`src/hw/rtl/mf3_pkg.sv`:
```
package mf3_pkg;

    localparam int PIX_W   = 24;
    localparam int CH_W    = 8;
    localparam int ROW_W   = 17;
    localparam int Q_DEPTH = 4;

    // register indexes
    localparam logic REG_WIDTH  = 1'b0;
    localparam logic REG_HEIGHT = 1'b1;

    typedef logic [CH_W-1:0]  t_ch;
    typedef logic [PIX_W-1:0] t_pix;

    // one window column plus what the back end has to emit around it
    typedef struct packed {
        t_pix top;
        t_pix mid;
        t_pix bot;
        logic pre_emit;   // emit last column of a row before the shift
        logic pre_w1;     // single-column frame: left column is the center one
        logic post_emit;  // emit after the shift
        logic post_x1;    // first column of a row: left column replicates center
        logic row_end;
        logic frame_end;
    } t_col;

    typedef struct packed {
        logic        we;
        logic        idx;
        logic [31:0] data;
    } t_cfg_wr;

    typedef struct packed {
        t_ch lo;
        t_ch md;
        t_ch hi;
    } t_tri;

    function automatic t_ch min2(input t_ch a, input t_ch b);
        return (a < b) ? a : b;
    endfunction

    function automatic t_ch max2(input t_ch a, input t_ch b);
        return (a > b) ? a : b;
    endfunction

    function automatic t_ch med3(input t_ch a, input t_ch b, input t_ch c);
        return max2(min2(a, b), min2(max2(a, b), c));
    endfunction

    function automatic t_tri sort3(input t_ch a, input t_ch b, input t_ch c);
        t_tri t;
        t.lo = min2(min2(a, b), c);
        t.hi = max2(max2(a, b), c);
        t.md = med3(a, b, c);
        return t;
    endfunction

endpackage

```
`src/hw/rtl/mf3_queue.sv`:
```
module mf3_queue
    import mf3_pkg::*;
(
    input  logic     i_clk,
    input  logic     i_rst_n,
    input  logic     i_push,
    input  t_col     i_data,
    input  logic     i_pop,
    output t_col     o_data,
    output logic     o_valid,
    output logic [$clog2(Q_DEPTH+1)-1:0] o_count
);
    localparam int AW = $clog2(Q_DEPTH);
    localparam int CW = $clog2(Q_DEPTH+1);

    t_col          r_mem [Q_DEPTH];
    logic [AW-1:0] r_wp, r_rp;
    logic [CW-1:0] r_cnt;
    logic          do_pop;

    assign do_pop  = i_pop && (r_cnt != '0);
    assign o_valid = (r_cnt != '0);
    assign o_data  = r_mem[r_rp];
    assign o_count = r_cnt;

    // store word
    always_ff @(posedge i_clk) begin
        if (i_push) begin
            r_mem[r_wp] <= i_data;
        end
    end

    // advance pointers and count
    always_ff @(posedge i_clk) begin
        if (!i_rst_n) begin
            r_wp  <= '0;
            r_rp  <= '0;
            r_cnt <= '0;
        end else begin
            if (i_push) begin
                r_wp <= (r_wp == AW'(Q_DEPTH-1)) ? '0 : r_wp + AW'(1);
            end
            if (do_pop) begin
                r_rp <= (r_rp == AW'(Q_DEPTH-1)) ? '0 : r_rp + AW'(1);
            end
            r_cnt <= r_cnt + CW'(i_push) - CW'(do_pop);
        end
    end
endmodule

```
`config.mk`:
```
export PLATFORM = sky130hd
export DESIGN_NAME = mf3_queue
export DESIGN_NICKNAME = d
export VERILOG_FILES = /design/src/hw/rtl/mf3_pkg.sv /design/src/hw/rtl/mf3_queue.sv
export SDC_FILE = /design/constraint.sdc
export NUM_CORES = 1
export LEC_CHECK = 0
export BUFFER_PORTS_ARGS = -buffer_cell sky130_fd_sc_hd__clkbuf_2
export CORE_MARGIN = 5
export CORE_UTILIZATION = 59
export DETAILED_ROUTE_END_ITERATION = 16
export GPL_TIMING_DRIVEN = 0
export PLACE_DENSITY = 0.84
export SLEW_MARGIN = 10
export SYNTH_ARGS = -nofsm -noshare
export SYNTH_HDL_FRONTEND = slang
export SYNTH_SLANG_ARGS = --single-unit
```
`constraint.sdc`:
```
create_clock -name i_clk -period 7.2 [get_ports i_clk]
set_input_delay 0.36 -clock i_clk [delete_from_list [all_inputs] [get_ports i_clk]]
set_output_delay 0.36 -clock i_clk [all_outputs]
set_load 0.02 [all_outputs]
```
# --- Word level (Yosys, flattened, before mapping) ---
# Memories as Yosys holds them, arrays and structs flattened. A register that Yosys moved wholly into a read port is not among the register bits.
# Index checks and enable logic that the tools add are counted.
word_totals:
  regBits: 7
  latch_bits: 0
  mem_bits_rw: 312
  romBits: 0
  input_bits: 82
  out_inout_bits: 82
  elab_cells: 18
  memories: 1
classes:
  n_addsub: 4
  multipliers: 0
  n_div: 0
  magnitude_cmp: 0
  n_eq_ne: 2
  shifts: 0
  mux: 6
  bitwise_logic: 0
  reduce_logical: 2
memory_table:
  columns: ["memory", "depth", "word_bits", "rd", "rd_clocked_by_memory_dff", "wr", "line_no", "rtl"]
  rows:
  - ["r_mem", 4, 78, 1, 1, 1, "mf3_queue.sv:16", "t_col r_mem [Q_DEPTH];"]
op_table:
  columns: ["op", "n"]
  rows:
  - ["$mux 2", 4]
  - ["$add 2x1->2 const B", 2]
  - ["$eq 2x2->1 const B", 2]
  - ["$add 3x1->3", 1]
  - ["$reduce_bool 3->1", 1]
  - ["$sub 3x1->3", 1]
  - ["$mux 1", 2]
  - ["$logic_and 1x1->1", 1]

# --- Logic depth before layout (Yosys ltp) ---
depth:
  depth_word: 4
  ltp_mapped: 8
  mapped_depth_nobuf: 8

# --- Worst setup path after synthesis ---
# Ideal clock, no wire load.
synth_timing:
  path_kind: "flip-flop to flip-flop"
  start: "register r_wp[0]"
  end: "memory r_mem[0][0] (netlist bit) (enable)"
  setup_time_ns: 0.445
  arrival_ns: 2.357
  required_ns: 6.755
  path_slack_ns: 4.398
  stages_incl_launch_ff: 4
  path_buffers: 0
  synth_period_minus_slack_ns: 2.802
  path_cell_list: "dfxtp_1 inv_1 ha_1 and2_1"
synth_lines:
  columns: ["item", "line_no", "rtl"]
  rows:
  - ["from (decl)", "mf3_queue.sv:17", "logic [AW-1:0] r_wp, r_rp;"]
  - ["from (signal assigned)", "mf3_queue.sv:41", "r_wp <= (r_wp == AW'(Q_DEPTH-1)) ? '0 : r_wp + AW'(1);"]
  - ["to (decl)", "mf3_queue.sv:16", null]
# No word-level cell before the write port.

==> flow_summary.toml <==
[pwr]
p_int_uw = 3462
vdd_ir_drop_max_mv = 0.2423
seqPwrFrac = 0.465
swShare = 0.2571
share_comb_of_total_power = 0.209
pwr-share-clk = 0.327
leakagePower_uw = 0.004798
pwr_density_cell_nw_per_um2 = 333.0
power_switching_uw = 1198

[sta]
worst_pin_slew_ns = 0.6923
skew_ns = 0.007096
max_slew_margin = 0.5385
timing.fmax_mhz = 394.8
grt_setup_unrepaired = "false"
tns_ns = 0
finalCritPeriodShare = 0.3518
setup_viol = 0
fin_ws_ns = 4.667
fin_crit_ns = 2.533
slew_viol_final = 0
fin_hold_ws_ns = 0.04861
final_hold_viol_count = 0

[clock_tree]
cts_resized = 0
cts_tree = "built"
clk_latency_ns = 0.53
numCtsBuffers = 31
root_buffer = "clkbuf_16"
hold_buffers = 0
clk_path_buf_depth = 3
cts.sinks = 321
cts_setup_buffers = 0
cts.reportedPaths.clkPinSlew_ns = 0.06
h-tree-depth = 1

[cells_and_area]
diodes = 0
instances_no_fill = 941
layout.nets = 742
area_growth_pct = 19.25
drive_gt1_frac = 0.4615

[setup_path]
cp-start-kind = "flip-flop"
path_cells = "buf_2 -> clkbuf_1 -> mux4_2 -> clkbuf_2"
worst_path_dominant_cell_family = "buffers and inverters"
critPathSlowestCell = "clkbuf_1"
r2r_slack_ns = 5.17
worst_path_largest_cell_delay_ns = 0.55
critical_path_buf_inv_count = 3
cp_max_fo = 10
cp-end-kind = "output pin"
critPathArrivalTime_ns = 2.17
regToRegStartpoint = "o_count[1]"
crit_required_ns = 6.84
worstSetupPathType = "reg -> out"

[yosys]
synth_seq_cells = 321
synth_top_cells_by_count = "edfxtp_1, mux4_2, dfxtp_1"
syn_area_um2 = 11730
synth_cell_types = 21
yosysMostFrequentCell = "edfxtp_1"
synth_warnings = 0
synth-edff-count = 312
synth_top_area_frac = 0.7985
synth_nets = 542
syn_avg_cell_area_um2 = 25.96
ys_dominant_reg_cell = "edfxtp_1"
yosysTopAreaCell = "edfxtp_1"
netlist_instances = 452
synthTopCellsByArea = "edfxtp_1, mux4_2, dfxtp_1"
synth-seq-area-share = 0.8138
async_flop_share = 0

[floorplanning]
initial_core_util = 0.6009
die-area_um2 = 22810
dieWidth_um = 151.0
pin_count = 164
die_h_um = 151.0
rows = 51
placeableCoreArea_um2 = 19530

[placement]
gp_congestion = 0.7158
dp.cells = 884
io_buffers = 163
place_hpwl_um = 13090
pre_cts_slack_ns = 5.185

[global_routing]
grt_pass1_vias = 5695
antenna_found_initial = 0
grt_usage = 0.1850
grt_max_degree = 55
grt_pass1_wl_um = 31770
grt_overflow = 0

[route]
vias = 5308
drcViolationCount = 0
detail-route-antenna-nets = 0
wl_um = 20670
dr.pass1.iters = 4
wl_per_cell_um = 21.96
routed_via_density = 5.641
drtIter0Drc = 353

[outcome]
status = "completed"

[hold_path]
hp-start = "i_data[66]"
hold_path_class = "in -> reg"

[job]
cap_violations = 0
==> worst paths after layout <==
path | to | depth (start not counted)
worst min register to register | r_rp[0] | 2
worst max register to register | o_count[2] | 8
worst max-delay path | o_data[48] | 4
worst min-delay path | r_mem[3][66] | 1
==> cell families (layout without fill, tap and decap cells) <==
logic type | after synthesis | count (layout) | synth area share
adders and majority gates | 8 | 8 | 0.009170
xor gates and xnor gates | 1 | 1 | 0.001919
muxes | 81 | 81 | 0.1523
buffers and inverters | 24 | 248 | 0.01450
AOI/OAI and AO/OA | 2 | 2 | 0.001173
and+or+nand+nor | 15 | 15 | 0.007145
DFF | 321 | 321 | 0.8138
==> placed cells by master, fill, tap and decap left out, drive strengths merged, types with 2 or more instances in the layout <==
cell type  instances
edfxtp           312
clkbuf           212
mux4              78
buf               17
dfxtp              9
inv                8
ha                 7
clkinv             7
and2               5
nand2              3
mux2i              3
nor2               3
clkinvlp           3
or3b               2
==> per-stage QoR <==
stage	power (uW)	cell area, um2	util
floorplan	2892	11730	-
global placement	3170	12880	0.6597
detailed placement	3196	13000	0.6658
CTS	4726	13990	0.7166
global route	4860	13990	0.7166
finish	4660	13990	0.7166
==> flip-flops by register name (all words and copies together), names as in the netlist, named ones only <==
signal and count:
o_count 3, r_mem 312, r_rp 2, r_wp 2
==> power groups by stage <==
stage               Sequential, uW  Clock [uW]  Combinational (uW)
global route                  2170        1650                1040
finish                        2170        1520                 972
CTS                           2170        1560                 995
floorplan                     2210           0                 682
detailed placement            2210           0                 990
global placement              2210           0                 963
==> layer usage <==
layer	vias up	GRT usage	wire [um]	part of all wire
li1	2342	-	-	-
met1	2736	0.2600	8247	0.40
met2	205	0.3097	10520	0.51
met3	25	0.03830	1640	0.079
met4	0	0.03672	259	0.013
met5	-	0	0	0
==> final cells by class <==
cell class,count,area [um2]
fillers,1150,5534
plain buffers,18,147.6
clock buffers,44,884.6
inverters,6,22.52
clock inverters,13,106.4
well taps,265,331.6
flip-flops and latches,321,9549
repair buffers,167,925.9
multi-input cells,107,2024
No activity file was read; power rests on OpenSTA's default activity.
