==> src/hw/rtl/mf3_pkg.sv <==
package mf3_pkg;

    localparam int PIX_W   = 24;
    localparam int CH_W    = 8;
    localparam int ROW_W   = 17;
    localparam int Q_DEPTH = 4;

    // register indexes
    localparam logic REG_WIDTH  = 1'b0;
    localparam logic REG_HEIGHT = 1'b1;

    typedef logic [CH_W-1:0]  t_ch;
    typedef logic [PIX_W-1:0] t_pix;

    // one window column plus what the back end has to emit around it
    typedef struct packed {
        t_pix top;
        t_pix mid;
        t_pix bot;
        logic pre_emit;   // emit last column of a row before the shift
        logic pre_w1;     // single-column frame: left column is the center one
        logic post_emit;  // emit after the shift
        logic post_x1;    // first column of a row: left column replicates center
        logic row_end;
        logic frame_end;
    } t_col;

    typedef struct packed {
        logic        we;
        logic        idx;
        logic [31:0] data;
    } t_cfg_wr;

    typedef struct packed {
        t_ch lo;
        t_ch md;
        t_ch hi;
    } t_tri;

    function automatic t_ch min2(input t_ch a, input t_ch b);
        return (a < b) ? a : b;
    endfunction

    function automatic t_ch max2(input t_ch a, input t_ch b);
        return (a > b) ? a : b;
    endfunction

    function automatic t_ch med3(input t_ch a, input t_ch b, input t_ch c);
        return max2(min2(a, b), min2(max2(a, b), c));
    endfunction

    function automatic t_tri sort3(input t_ch a, input t_ch b, input t_ch c);
        t_tri t;
        t.lo = min2(min2(a, b), c);
        t.hi = max2(max2(a, b), c);
        t.md = med3(a, b, c);
        return t;
    endfunction

endpackage

==> src/hw/rtl/mf3_back.sv <==
module mf3_back
    import mf3_pkg::*;
(
    input  logic i_clk,
    input  logic i_rst_n,
    input  logic i_q_valid,
    input  t_col i_col,
    output logic o_pop,
    output logic o_valid,
    input  logic i_ready,
    output t_ch  o_red,
    output t_ch  o_green,
    output t_ch  o_blue,
    output logic o_row_end,
    output logic o_frame_end
);
    t_pix r_win [9];
    t_pix n_win [9];
    t_pix sel [9];
    logic adv, take, emit;

    logic r_a_valid, r_a_rend, r_a_fend;
    t_pix r_a_pix [9];
    logic r_b_valid, r_b_rend, r_b_fend;
    t_tri r_b_tri [3][3];
    logic r_c_valid, r_c_rend, r_c_fend;
    t_tri r_c_tri [3];
    logic r_o_valid, r_o_rend, r_o_fend;
    t_ch  r_o_ch [3];

    assign adv   = !r_o_valid || i_ready;
    assign take  = adv && i_q_valid;
    assign o_pop = take;
    assign emit  = i_col.pre_emit || i_col.post_emit;

    // shift window and pick the nine taps
    always_comb begin
        for (int r = 0; r < 3; r++) begin
            n_win[r*3]   = r_win[r*3+1];
            n_win[r*3+1] = r_win[r*3+2];
        end
        n_win[2] = i_col.top;
        n_win[5] = i_col.mid;
        n_win[8] = i_col.bot;
        for (int r = 0; r < 3; r++) begin
            if (i_col.pre_emit) begin
                sel[r*3]   = i_col.pre_w1 ? r_win[r*3+2] : r_win[r*3+1];
                sel[r*3+1] = r_win[r*3+2];
                sel[r*3+2] = r_win[r*3+2];
            end else begin
                sel[r*3]   = i_col.post_x1 ? n_win[r*3+1] : n_win[r*3];
                sel[r*3+1] = n_win[r*3+1];
                sel[r*3+2] = n_win[r*3+2];
            end
        end
    end

    // window register
    always_ff @(posedge i_clk) begin
        if (!i_rst_n) begin
            for (int i = 0; i < 9; i++) begin
                r_win[i] <= '0;
            end
        end else if (take) begin
            for (int i = 0; i < 9; i++) begin
                r_win[i] <= n_win[i];
            end
        end
    end

    // median stages: taps, row sorts, column reduce, final median
    always_ff @(posedge i_clk) begin
        if (adv) begin
            for (int i = 0; i < 9; i++) begin
                r_a_pix[i] <= sel[i];
            end
            r_a_rend <= i_col.row_end;
            r_a_fend <= i_col.frame_end;
            for (int c = 0; c < 3; c++) begin
                for (int r = 0; r < 3; r++) begin
                    r_b_tri[c][r] <= sort3(r_a_pix[r*3][c*CH_W +: CH_W],
                                           r_a_pix[r*3+1][c*CH_W +: CH_W],
                                           r_a_pix[r*3+2][c*CH_W +: CH_W]);
                end
                r_c_tri[c].lo <= max2(max2(r_b_tri[c][0].lo, r_b_tri[c][1].lo),
                                      r_b_tri[c][2].lo);
                r_c_tri[c].md <= med3(r_b_tri[c][0].md, r_b_tri[c][1].md,
                                      r_b_tri[c][2].md);
                r_c_tri[c].hi <= min2(min2(r_b_tri[c][0].hi, r_b_tri[c][1].hi),
                                      r_b_tri[c][2].hi);
                r_o_ch[c] <= med3(r_c_tri[c].lo, r_c_tri[c].md, r_c_tri[c].hi);
            end
            r_b_rend <= r_a_rend;
            r_b_fend <= r_a_fend;
            r_c_rend <= r_b_rend;
            r_c_fend <= r_b_fend;
            r_o_rend <= r_c_rend;
            r_o_fend <= r_c_fend;
        end
    end

    // stage valids
    always_ff @(posedge i_clk) begin
        if (!i_rst_n) begin
            r_a_valid <= 1'b0;
            r_b_valid <= 1'b0;
            r_c_valid <= 1'b0;
            r_o_valid <= 1'b0;
        end else if (adv) begin
            r_a_valid <= take && emit;
            r_b_valid <= r_a_valid;
            r_c_valid <= r_b_valid;
            r_o_valid <= r_c_valid;
        end
    end

    assign o_valid     = r_o_valid;
    assign o_red       = r_o_ch[2];
    assign o_green     = r_o_ch[1];
    assign o_blue      = r_o_ch[0];
    assign o_row_end   = r_o_rend;
    assign o_frame_end = r_o_fend;
endmodule

==> config.mk <==
export PLATFORM = sky130hd
export DESIGN_NAME = mf3_back
export DESIGN_NICKNAME = d
export VERILOG_FILES = /design/src/hw/rtl/mf3_pkg.sv /design/src/hw/rtl/mf3_back.sv
export SDC_FILE = /design/constraint.sdc
export NUM_CORES = 2
export LEC_CHECK = 0
export BUFFER_PORTS_ARGS = -buffer_cell sky130_fd_sc_hd__buf_2
export CAP_MARGIN = 0
export CORE_ASPECT_RATIO = 0.6
export CORE_MARGIN = 2
export CORE_UTILIZATION = 45
export CTS_CLUSTER_DIAMETER = 40
export DETAILED_ROUTE_END_ITERATION = 6
export SYNTH_ARGS = -nofsm -noshare
export SYNTH_HDL_FRONTEND = slang
export SYNTH_SLANG_ARGS = --single-unit
==> constraint.sdc <==
create_clock -name i_clk -period 27 [get_ports i_clk]
set_clock_uncertainty 0.1 [all_clocks]
set_input_delay 2.7 -clock i_clk [delete_from_list [all_inputs] [get_ports i_clk]]
set_output_delay 2.7 -clock i_clk [all_outputs]
set_load 0.02 [all_outputs]
Word-level counts from Yosys, hierarchy flattened. Memories as Yosys holds them, arrays and structs flattened. Index checks and enable logic that the tools add are counted.

Register bits after elaboration: 12. Bits in writable memories: 744. Input port bits: 82. Output and inout bits: 28. Logic and storage cells: 235. Memories kept: 5.

Memory list: r_a_pix (words 9, bits a word 24, rd ports 9, clocked after memory_dff 0, write ports 9, line mf3_back.sv:23) `t_pix r_a_pix [9];`; r_b_tri (words 3, bits a word 72, rd ports 3, clocked after memory_dff 0, write ports 3, line mf3_back.sv:25) `t_tri r_b_tri [3][3];`; r_win (words 9, bits a word 24, rd ports 6, clocked after memory_dff 0, write ports 9, line mf3_back.sv:17) `t_pix r_win [9];`; r_c_tri (words 3, bits a word 24, rd ports 3, clocked after memory_dff 0, write ports 3, line mf3_back.sv:27) `t_tri r_c_tri [3];`; r_o_ch (words 3, bits a word 8, rd ports 3, clocked after memory_dff 0, write ports 3, line mf3_back.sv:29) `t_ch r_o_ch [3];`.

Magnitude comparators: 90. Mux-type cells: 114. Bitwise operators: 9. Reductions and logical operators: 5.

Operators with widths (count): 8-bit 2-to-1 mux (90); 8-bit greater-than comparator (45); 8-bit less-than comparator (45); 24-bit 2-to-1 mux (15); 72-bit 2-to-1 mux (3); 1-bit OR (9); 1-bit 2-to-1 mux (6); 1-bit logical AND (2); 1-bit logical OR (2); 1-bit zero test (1).

Logic depth before layout (Yosys ltp).
Depth in word-level cells: 7. Mapped depth: 27.

Least setup slack after synthesis. Ideal clock, no wire load.

Kind: input-to-reg. Start point: input port i_ready. End point: memory r_win[1][0] in the netlist's numbering, enable pin. Data arrival time: 17774 ps. Setup slack: 8597 ps. Stages: 4. Buffers on the path: 0. Cells stage by stage: nor2b_1 -> inv_1 -> and2_1 -> nand2b_1.

RTL lines: start: declaration (line mf3_back.sv:10) `input logic i_ready,`; end: declaration (line mf3_back.sv:17).

Worst setup path after layout.
Start point: input port i_ready. End point: output port o_pop.

Word-level cells in the longest chain between the ends: 2.

RTL lines: 1-bit logical OR (line mf3_back.sv:31) `assign adv = !r_o_valid || i_ready;`; 1-bit logical AND (line mf3_back.sv:32) `assign take = adv && i_q_valid;`; end: declaration (line mf3_back.sv:8) `output logic o_pop,`.

Every way passes these cells.

==> summary.txt <==
CTS
  • Insertion delay to the later sink of the worst-skew pair: 0.69 ns
  • Root buf cell: clkbuf_16
  • Clk sink count: 684
  • Post_cts resized: 0
  • Post-CTS Hold Buffers: 0
  • Htree depth: 3
  • Post-CTS Setup Bufs: 0
  • CTS buffer count: 97
  • Reg clk slew, reported paths: 0.05 ns
  • CTS tree: built
  • CTS Buffer Depth: 3

Routing
  • Via count: 28600
  • DRC: 0
  • WL/cell: 20.4 um
  • Detail-routed via count per cell: 5.46
  • Drt first pass iters: 5
  • Final WL: 107000 um
  • Initial drt markers: 2088
  • DRT antenna net count: 0

Finish
  • Sequential cell area: 0.0205 mm2
  • Fin cells: 5242
  • NumNets Final: 4427
  • Final core utilization: 0.511
  • Filler instances: 8720
  • Footprint of the multi-input gates: 0.0225 mm2
  • Share of cells above drive strength 1: 0.220
  • Synth-to-layout area growth: 12.3%
  • Final instance area: 0.0504 mm2

Timing
  • Period utilisation layout: 0.260
  • Setup ws final: 19.99 ns
  • Setup TNS: 0 ns
  • Final setup vio count: 0
  • RSZ-0062 raised after global routing: no
  • WHS: 0.318 ns
  • Fin. max-slew vios: 0
  • Slew HR: 0.256
  • Achievable Freq: 143 MHz
  • Slew @ Worst Pin: 1.12 ns
  • Clock period minus worst slack: 7.01 ns
  • Hold Violations, Final: 0

Power
  • Total power: 6.82 mW
  • Pwr/cell area: 135 mW/mm2
  • Comb pwr share: 0.543
  • Switching pwr: 2.81 mW
  • Net Sw Frac: 0.412
  • Worst VDD drop: 0.107 mV
  • Internal power: 4.01 mW
  • Flop pwr share: 0.259
  • Leak pwr: 22.3 nW
  • Clk pwr share: 0.198

Min path
  • Hold Crit Class: reg -> reg
  • Min-delay src: r_a_fend

Run
  • Max-Cap Viols: 0

Outcome
  • Status: finished clean

Floorplan
  • Core area: 0.0987 mm2
  • Die W: 412 um
  • FP Rows: 89
  • Chip height: 249 um
  • Initial Utilization: 0.455
  • # IOs: 110
  • DIE AREA: 0.102 mm2

Worst setup path
  • CP max FO: 142
  • R2r setup slk: 20.19 ns
  • Worst Path Required: 24.20 ns
  • Crit path DAT: 4.21 ns
  • Crit path from: i_ready
  • CP Launch Type: input pin
  • CP Capture Point: o_pop
  • RR Startpoint: r_a_pix[0][11]
  • FF-to-FF path depth: 22
  • Reg2reg end: r_b_tri[1][59]
  • Setup crit end kind: output port
  • Critical path type: in -> out

Placed design
  • Post-DP Area: 0.0470 mm2
  • PortBufs: 109
  • Cells after DPL: 5058
  • Gp weighted congestion: 0.879
  • Dpl ws: 19.46 ns
  • HPWL Detailed: 80600 um

Logic synthesis
  • Post-synth EDFFs: 680
  • Cell Area, Synth: 0.0449 mm2
  • Mean post-synth cell area: 12.2 um2
  • Asr flop ratio synth: 0
  • Library cells used by synthesis: 81
  • Yosys top cell area share: 0.454
  • FF+latch count, synth: 684
  • Syn nets: 4274
  • Area contributors post-synth: edfxtp_1 45%, ha_1 14%, mux2_2 12%, mux2i_1 6.1%, inv_1 3.6%
  • Sequential area share after synthesis: 0.456
  • Synth Flop Type: edfxtp_1
  • Ys Warns: 0
  • Synth Instances: 3685
  • Yosys top cell by area: edfxtp_1

GRT
  • Initial antenna violation count: 13
  • Largest net degree at the start of global routing: 170
  • First-pass GRT wire length: 165000 um
  • Total GRT Usage: 0.208
  • Vias in the first global route: 27600
  • Grt total ovfl: 0
## power by group through the flow
stage	registers (mW)	clock network (mW)	logic, mW
after floorplan	1.70	0	2.81
after global placement	1.78	0	3.60
after detailed placement	1.78	0	3.64
after CTS	1.76	1.38	3.67
after global routing	1.80	1.42	4.10
final	1.76	1.35	3.70
## worst max-delay path, stage by stage
cell and delay, ns:
buf_2 0.10, nor2b_1 0.47, inv_8 0.43, and2_1 0.35
buf_2 0.16
## final cells by class
type,count,area share
inverters,434,0.0324
clock buffers,105,0.0496
repair buffers,131,0.0144
multi-input cells,2490,0.446
diodes,2,0.0000992
well taps,1319,0.0327
flip-flops and latches,684,0.406
clock inverters,77,0.0187
## cell families after synthesis
logic type	after synthesis	synth area share
mux	771	0.186
simple gates	671	0.0855
fa+ha+maj	507	0.141
buf+inv	511	0.0439
flops	684	0.456
compound gates	541	0.0874
## flip-flops by register name, summed over array words and instances (netlist names), 24 cells and up
register  flops
r_b_tri     216
r_win       144
r_c_tri      72
r_a_pix     216
r_o_ch       24
## worst min-delay path by stage
stage                     cells past startpoint           to  slack (ns)
after global routing                          0  o_frame_end        0.32
final                                         0     r_b_fend        0.32
after floorplan                               0  o_frame_end        0.30
after detailed placement                      0     r_b_fend        0.30
after CTS                                     0     r_b_fend        0.32
after global placement                        0     r_c_rend        0.30
## cells in the final DEF, fill, tap and decap left out, types with 7 or more instances in the layout
| master | instances |
|---|---|
| or4_1 | 13 |
| nor3_1 | 11 |
| nand3_1 | 48 |
| a21oi_1 | 129 |
| clkinv_1 | 13 |
| and2_1 | 152 |
| o311ai_0 | 11 |
| a21o_1 | 81 |
| o21ai_1 | 12 |
| and3_1 | 20 |
| edfxtp_1 | 680 |
| clkinv_2 | 10 |
| nor2b_1 | 59 |
| o21ai_0 | 95 |
| inv_1 | 432 |
| nand2b_1 | 39 |
| nand2_1 | 110 |
| nand4_1 | 92 |
| o21a_1 | 64 |
| and4_1 | 9 |
| nor2_1 | 66 |
| mux2i_1 | 274 |
| clkbuf_16 | 99 |
| nand3b_1 | 7 |
| buf_4 | 22 |
| mux2_2 | 494 |
| bufinv_16 | 15 |
| ha_1 | 507 |
| nand4b_1 | 11 |
| o211ai_1 | 44 |
| buf_2 | 108 |
| inv_6 | 17 |
## routing by layer
metal  track usage  wire (um)  vias to the layer above
met5             0          0                        -
met4        0.0431       2010                        0
met3        0.0374       5990                      149
met2         0.262      39400                      585
met1         0.355      59700                    13700
li1              -          -                    14200
## Yosys cell counts (7+ instances only)
cell,count
edfxtp_1,680
nand2_1,110
o21a_1,64
o21ai_1,11
nand3b_1,7
and4_1,9
o211ai_1,44
nand2b_1,40
a21o_1,81
nand3_1,48
nand4b_1,11
nor3_1,11
a21oi_1,129
nor2b_1,59
and2_1,152
mux2i_1,275
o311ai_0,11
and3_1,21
nor2_1,66
buf_2,18
inv_1,433
clkbuf_1,54
mux2_2,494
nand4_1,92
o21ai_0,96
ha_1,507
or4_1,13
Power figures use the tool's default switching activity.
